--- src/sv/tsd_pkg.sv ---
// ----------------------------------------------------------------------------
// Tar stream deframer package
// Shared constants, result codes and the phase type of the tar deframer.
// ----------------------------------------------------------------------------
package tsd_pkg;

  localparam int BLOCK_BYTES = 512;
  localparam int SIZE_DIGITS = 12;
  localparam int OFFSET_W    = $clog2(BLOCK_BYTES);
  localparam int SIZE_W      = 36;
  localparam int BYTE_W      = 8;

  localparam logic [OFFSET_W-1:0] SIZE_OFFSET = OFFSET_W'(124);
  localparam logic [OFFSET_W-1:0] SIZE_END    = OFFSET_W'(124 + SIZE_DIGITS);
  localparam logic [OFFSET_W-1:0] TYPE_OFFSET = OFFSET_W'(156);
  localparam logic [OFFSET_W-1:0] LAST_OFFSET = OFFSET_W'(BLOCK_BYTES - 1);

  localparam logic [BYTE_W-1:0] CHAR_ZERO    = 8'h30;
  localparam logic [BYTE_W-1:0] CHAR_SEVEN   = 8'h37;
  localparam logic [BYTE_W-1:0] CHAR_SPACE   = 8'h20;
  localparam logic [BYTE_W-1:0] TYPE_REGULAR = 8'h30;

  localparam logic KIND_PAYLOAD = 1'b0;
  localparam logic KIND_HEADER  = 1'b1;

  typedef enum logic [1:0] {
    PH_HEADER = 2'd0,
    PH_DATA   = 2'd1,
    PH_PAD    = 2'd2
  } phase_t;

endpackage

--- src/sv/tar_stream_deframer_unit.sv ---
// ----------------------------------------------------------------------------
// Tar stream deframer
// Cuts a byte stream into 512-byte tar blocks, reports regular file headers
// with their size and passes regular file payload through without padding.
// ----------------------------------------------------------------------------
// The archive enters one byte per transfer on the input channel (in_valid,
// in_ready, data_byte). Each byte updates the block position and header
// decode state in the cycle it is accepted, and any result it causes sits
// in the output register from the next cycle on (out_valid, out_ready).
// A result is either a header result (result_kind = 1, file_bytes holds the
// decoded octal size) or a payload byte (result_kind = 0, last_of_file marks
// the final byte of the file). Header bytes, padding and the data of other
// entry types produce no result.
// Each result leaves through the output register. Throughput is one
// byte per cycle, limited only by the single output register: a new byte is
// taken whenever that register is empty or is being drained in the same
// cycle. When the receiver stalls with a result pending, in_ready drops.
// Reset clears the decode state to the start of a header block and empties
// the output register; the block is ready in the first cycle after reset.
// ----------------------------------------------------------------------------
module tar_stream_deframer_unit
  import tsd_pkg::*;
(
  input  logic              clk,
  input  logic              rst,
  input  logic              in_valid,
  output logic              in_ready,
  input  logic [BYTE_W-1:0] data_byte,
  output logic              out_valid,
  input  logic              out_ready,
  output logic              result_kind,
  output logic [BYTE_W-1:0] payload_byte,
  output logic              last_of_file,
  output logic [SIZE_W-1:0] file_bytes
);

  phase_t              phase, phase_next;
  logic [OFFSET_W-1:0] block_offset, block_offset_next;
  logic [SIZE_W-1:0]   size_accumulator, size_accumulator_next;
  logic                digit_seen, digit_seen_next;
  logic                digits_ended, digits_ended_next;
  logic [BYTE_W-1:0]   entry_type, entry_type_next;
  logic [SIZE_W-1:0]   bytes_remaining, bytes_remaining_next;
  logic                discarding_data, discarding_data_next;

  logic                step;
  logic [OFFSET_W-1:0] offset_inc;
  logic [SIZE_W-1:0]   remaining_dec;
  logic                in_size_field;
  logic                is_digit;
  logic                is_regular;
  logic                at_block_end;

  logic                emit;
  logic                emit_kind;
  logic                emit_last;
  logic [SIZE_W-1:0]   emit_bytes;

  assign in_ready      = !out_valid || out_ready;
  assign step          = in_valid && in_ready;
  assign offset_inc    = block_offset + OFFSET_W'(1);
  assign remaining_dec = bytes_remaining - SIZE_W'(1);
  assign in_size_field = (block_offset >= SIZE_OFFSET) && (block_offset < SIZE_END)
                         && !digits_ended;
  assign is_digit      = (data_byte inside {[CHAR_ZERO:CHAR_SEVEN]});
  assign is_regular    = (entry_type == TYPE_REGULAR);
  assign at_block_end  = (block_offset == LAST_OFFSET);

  always_comb begin
    phase_next = phase;
    case (phase)
      PH_DATA: begin
        if (remaining_dec == '0) begin
          phase_next = (offset_inc == '0) ? PH_HEADER : PH_PAD;
        end
      end
      PH_PAD: begin
        if (offset_inc == '0) begin
          phase_next = PH_HEADER;
        end
      end
      default: begin
        if (at_block_end && digit_seen && (size_accumulator != '0)) begin
          phase_next = PH_DATA;
        end else begin
          phase_next = PH_HEADER;
        end
      end
    endcase
  end

  always_comb begin
    block_offset_next     = offset_inc;
    size_accumulator_next = size_accumulator;
    digit_seen_next       = digit_seen;
    digits_ended_next     = digits_ended;
    entry_type_next       = entry_type;
    bytes_remaining_next  = bytes_remaining;
    discarding_data_next  = discarding_data;
    case (phase)
      PH_DATA: begin
        bytes_remaining_next = remaining_dec;
      end
      PH_PAD: begin
      end
      default: begin
        if (in_size_field) begin
          if (is_digit) begin
            size_accumulator_next = {size_accumulator[SIZE_W-4:0], data_byte[2:0]};
            digit_seen_next       = 1'b1;
          end else if (!(data_byte == CHAR_SPACE && !digit_seen)) begin
            digits_ended_next = 1'b1;
          end
        end
        if (block_offset == TYPE_OFFSET) begin
          entry_type_next = data_byte;
        end
        if (at_block_end) begin
          bytes_remaining_next  = digit_seen ? size_accumulator : '0;
          discarding_data_next  = !is_regular;
          size_accumulator_next = '0;
          digit_seen_next       = 1'b0;
          digits_ended_next     = 1'b0;
          entry_type_next       = '0;
        end
      end
    endcase
  end

  always_comb begin
    emit       = 1'b0;
    emit_kind  = KIND_PAYLOAD;
    emit_last  = 1'b0;
    emit_bytes = '0;
    case (phase)
      PH_DATA: begin
        emit      = !discarding_data;
        emit_last = (remaining_dec == '0);
      end
      PH_PAD: begin
      end
      default: begin
        if (at_block_end && is_regular && digit_seen) begin
          emit       = 1'b1;
          emit_kind  = KIND_HEADER;
          emit_bytes = size_accumulator;
        end
      end
    endcase
  end

  always_ff @(posedge clk) begin
    if (rst) begin
      phase            <= PH_HEADER;
      block_offset     <= '0;
      size_accumulator <= '0;
      digit_seen       <= 1'b0;
      digits_ended     <= 1'b0;
      entry_type       <= '0;
      bytes_remaining  <= '0;
      discarding_data  <= 1'b0;
    end else if (step) begin
      phase            <= phase_next;
      block_offset     <= block_offset_next;
      size_accumulator <= size_accumulator_next;
      digit_seen       <= digit_seen_next;
      digits_ended     <= digits_ended_next;
      entry_type       <= entry_type_next;
      bytes_remaining  <= bytes_remaining_next;
      discarding_data  <= discarding_data_next;
    end
  end

  always_ff @(posedge clk) begin
    if (rst) begin
      out_valid <= 1'b0;
    end else if (in_ready) begin
      out_valid <= step && emit;
    end
  end

  always_ff @(posedge clk) begin
    if (step && emit) begin
      result_kind  <= emit_kind;
      payload_byte <= (emit_kind == KIND_PAYLOAD) ? data_byte : '0;
      last_of_file <= emit_last;
      file_bytes   <= emit_bytes;
    end
  end

endmodule
--- config.mk ---
export PLATFORM = sky130hd
export DESIGN_NAME = tar_stream_deframer_unit
export DESIGN_NICKNAME = d
export VERILOG_FILES = /design/src/sv/tsd_pkg.sv /design/src/sv/tar_stream_deframer_unit.sv
export SDC_FILE = /design/constraint.sdc
export NUM_CORES = 1
export LEC_CHECK = 0
export ABC_AREA = 1
export BUFFER_PORTS_ARGS = -buffer_cell sky130_fd_sc_hd__buf_2
export CAP_MARGIN = 15
export CORE_ASPECT_RATIO = 1.5
export CORE_UTILIZATION = 59
export CTS_BUF_LIST = sky130_fd_sc_hd__clkbuf_16
export CTS_CLUSTER_SIZE = 30
export DETAILED_ROUTE_END_ITERATION = 16
export HOLD_SLACK_MARGIN = 0.06
export PLACE_DENSITY = 0.79
export SYNTH_ARGS = -nofsm -noshare
export SYNTH_HDL_FRONTEND = slang
export SYNTH_SLANG_ARGS = --single-unit
--- constraint.sdc ---
create_clock -name clk -period 9.1 [get_ports clk]
set_clock_uncertainty 0.15 [all_clocks]
set_input_delay 0.455 -clock clk [delete_from_list [all_inputs] [get_ports clk]]
set_output_delay 0.455 -clock clk [all_outputs]
set_load 0.05 [all_outputs]
==> flow_summary.json <==
{
  "whs_ps": 163.7,
  "numCtsBuffers": 17,
  "cp_max_fo": 44,
  "r2r_end": "bytes_remaining[34]$_SDFFE_PP0P_",
  "crit_chain": "nand2_1 -> inv_2 -> nand2_1 -> nor3_1 -> ha_1 -> nor2_1 -> nor3_2 -> clkinv_1 -> buf_4 -> a31oi_1 -> o21a_1 -> a211oi_1",
  "endpoint_kind": "flop",
  "clk_pin_slew_ps": 70,
  "place_congestion": 0.9729,
  "wl_met3_um": 968,
  "ys_top_cells_by_count": "nand2_1, nor2_1, inv_1",
  "post_cts_buffers": 0,
  "finalPower_mw": 1.661,
  "hold_path_class": "in -> reg",
  "crit_family": "buffers and inverters",
  "cts_tree": "done",
  "synth_cell_type_count": 41,
  "synth_area_mm2": 0.007153,
  "synth_nets": 971,
  "htree_levels": 4,
  "clock-sinks": 141,
  "num-fill-cells": 972,
  "required_ps": 9200,
  "max_freq_mhz": 286.3,
  "rr_startpoint": "block_offset[4]$_SDFFE_PP0P_",
  "start_kind": "flop",
  "muxShareOfSynthArea_pct": 0,
  "core_area_mm2": 0.01165,
  "rsz0062_at_grt": "no",
  "final-hold-violation-count": 0,
  "synth_edf_count": 46,
  "status": "complete, no violations",
  "synthArstFlopShare_pct": 0,
  "worst_pin_slew_ps": 919.0,
  "num_io_pins": 60,
  "yosysMostFrequentCell": "nand2_1",
  "synth_fa_ha_area_share_pct": 1.399,
  "routed_wl_um": 17910,
  "globalRoute.totalOverflow": 0,
  "grt_pass1_wl_um": 29300,
  "grt_pass1_vias": 6202,
  "synthesis.instances": 951,
  "seqCellArea_mm2": 0.003283,
  "syn_area_per_cell_um2": 7.522,
  "die_area_mm2": 0.01258,
  "critPathKind": "reg -> reg",
  "ant_nets": 0,
  "viasPerCell": 5.713,
  "synthFlopType": "dfxtp_1",
  "path_buf_inv": 3,
  "final-setup-viol-count": 0,
  "drive_above_1_share_pct": 13.68,
  "grt_max_degree": 85,
  "vias": 6621,
  "cp_slowest_stage_delay_ps": 600,
  "die_h_um": 136.9,
  "cts_resized": 0,
  "final_net_count": 1016,
  "slew_violations": 0,
  "synth-seq-cells": 141,
  "final_area_mm2": 0.008104,
  "met2_length_um": 8872,
  "rows": 48,
  "drt_iter0_drc": 497,
  "detail_route.first_pass.iterations": 6,
  "wl_met1_um": 7268,
  "floorplan.initialDensity_pct": 61.39,
  "die_w_um": 91.91,
  "slew_headroom_pct": 38.74,
  "startpoint": "block_offset[4]$_SDFFE_PP0P_",
  "synth_xor_area_share_pct": 1.592,
  "endpoint": "bytes_remaining[34]$_SDFFE_PP0P_",
  "ys_seq_area_share_pct": 45.90,
  "antenna_cells": 0,
  "place_area_mm2": 0.007520,
  "synth_compound_area_share_pct": 13.75,
  "crit_path_frequent_cell": "nand2_1",
  "yosys_warnings": 0,
  "reg2regPathDepth": 12,
  "tns_ps": 0,
  "track_usage_pct": 29.75,
  "post-route-period-util_pct": 38.38,
  "ys_top_cells_by_area": "dfxtp_1, edfxtp_1, nand2_1, nor2_1, inv_1",
  "reg2reg_slack_ps": 5610,
  "crit_arrival_ps": 3600,
  "routedWlPerCell_um": 15.46,
  "synth_top_family_by_area": "simple AND/OR/NAND/NOR gates",
  "yosysTopAreaCell": "dfxtp_1",
  "clock_latency_ps": 420,
  "cts_hold_buffers": 0,
  "antenna_found_initial": 0,
  "root_buffer": "clkbuf_16",
  "synth_top_area_share_pct": 26.59,
  "hpwl_um": 12460,
  "slowest_stage": "clkinv_1",
  "fin_crit_ps": 3493,
  "power_density_mw_per_mm2": 204.9,
  "drc_errors": 0,
  "p_leak_nw": 3.233,
  "syn2layout_area_growth_pct": 13.29,
  "portBuffers": 59,
  "drv_cap": 0,
  "max-clock-path-buffers": 2,
  "cp.depth": 12,
  "synth-simple-area-share_pct": 28.65,
  "vdd_ir_drop_max_uv": 144.4,
  "multi_input_area_mm2": 0.003258,
  "top_layer": "met4"
}
[worst min-delay path by stage]
stage	startpoint	endpoint	slack [ps]	cells after the start
after floorplan	entry_type[2]$_SDFFE_PP0P_	entry_type[2]$_SDFFE_PP0P_	290	2
after global placement	entry_type[1]$_SDFFE_PP0P_	entry_type[1]$_SDFFE_PP0P_	300	2
after detailed placement	entry_type[0]$_SDFFE_PP0P_	entry_type[0]$_SDFFE_PP0P_	300	2
after CTS	data_byte[5]	entry_type[5]$_SDFFE_PP0P_	150	3
after global routing	data_byte[0]	size_accumulator[0]$_SDFFE_PP0P_	160	3
final	data_byte[5]	entry_type[5]$_SDFFE_PP0P_	160	3
[worst min-delay path: cells and delay by family]
kind	cells	cell delay, ps
buffers and inverters	1	100
and+or+nand+nor	1	70
AOI/OAI and AO/OA	1	60
[layout make-up]
cell class	count	share of cell area, %
Timing Repair Buffer	66	4.385
Sequential cell	141	40.51
Inverter	120	5.558
Clock buffer	18	5.558
Clock inverter	14	1.467
Tap cell	150	2.316
Multi-Input combinational cell	650	40.20
[sequential cells by signal (all words and copies together) (netlist names)]
signal	count
bytes_remaining	36
file_bytes	36
size_accumulator	36
block_offset	9
entry_type	8
payload_byte	8
phase	2
digit_seen	1
digits_ended	1
discarding_data	1
last_of_file	1
out_valid	1
result_kind	1
[metrics by stage]
step / cells / worst slack [ps] / util [%]
2_1_floorplan: 951 / 4804 / -
3_3_place_gp: 1126 / 5774 / 64.54
3_5_place_dp: 1126 / 5658 / 64.54
4_1_cts: 1158 / 5616 / 69.43
5_1_grt: 1159 / 5341 / 69.56
6_report: 1159 / 5607 / 69.56
[logic make-up (layout without fill, tap and decap cells)]
group | count (synthesis) | after routing
fa+ha+maj | 8 | 8
buf+inv | 160 | 218
simple gates | 471 | 471
flops | 141 | 141
compound gates | 158 | 158
xor+xnor | 13 | 13
[power breakdown]
group | switching [mW] | leakage, nW | internal (mW) | total, mW
Clock | 0.294 | 0.282 | 0.374 | 0.668
Combinational | 0.219 | 1.76 | 0.0968 | 0.316
Sequential | 0.0144 | 1.19 | 0.662 | 0.676
Total | 0.527 | 3.23 | 1.13 | 1.66
[metal layers]
metal  GRT usage (%)  up-vias
li1                -     3254
met1           35.62     3092
met2           51.33      222
met3           4.500       53
met4           15.97        0
met5               0        -
[layout by cell type (no fill, tap or decap), types with 3 or more instances in the layout]
| cell | count |
|---|---|
| nor2_4 | 6 |
| a211oi_1 | 3 |
| clkbuf_16 | 18 |
| nor3_1 | 10 |
| nor2_1 | 136 |
| nand3_1 | 46 |
| o21ai_1 | 4 |
| buf_4 | 6 |
| a21oi_1 | 58 |
| nand4_1 | 18 |
| o21ai_0 | 20 |
| xor2_1 | 11 |
| nand2_2 | 10 |
| o21a_1 | 3 |
| a221oi_1 | 29 |
| ha_1 | 8 |
| nor2_2 | 7 |
| clkinv_1 | 8 |
| inv_1 | 105 |
| a31oi_1 | 35 |
| nor4_1 | 3 |
| edfxtp_1 | 46 |
| inv_6 | 7 |
| nand2_1 | 226 |
| dfxtp_1 | 95 |
| inv_2 | 7 |
| buf_2 | 59 |
No activity file was read; power rests on OpenSTA's default activity.
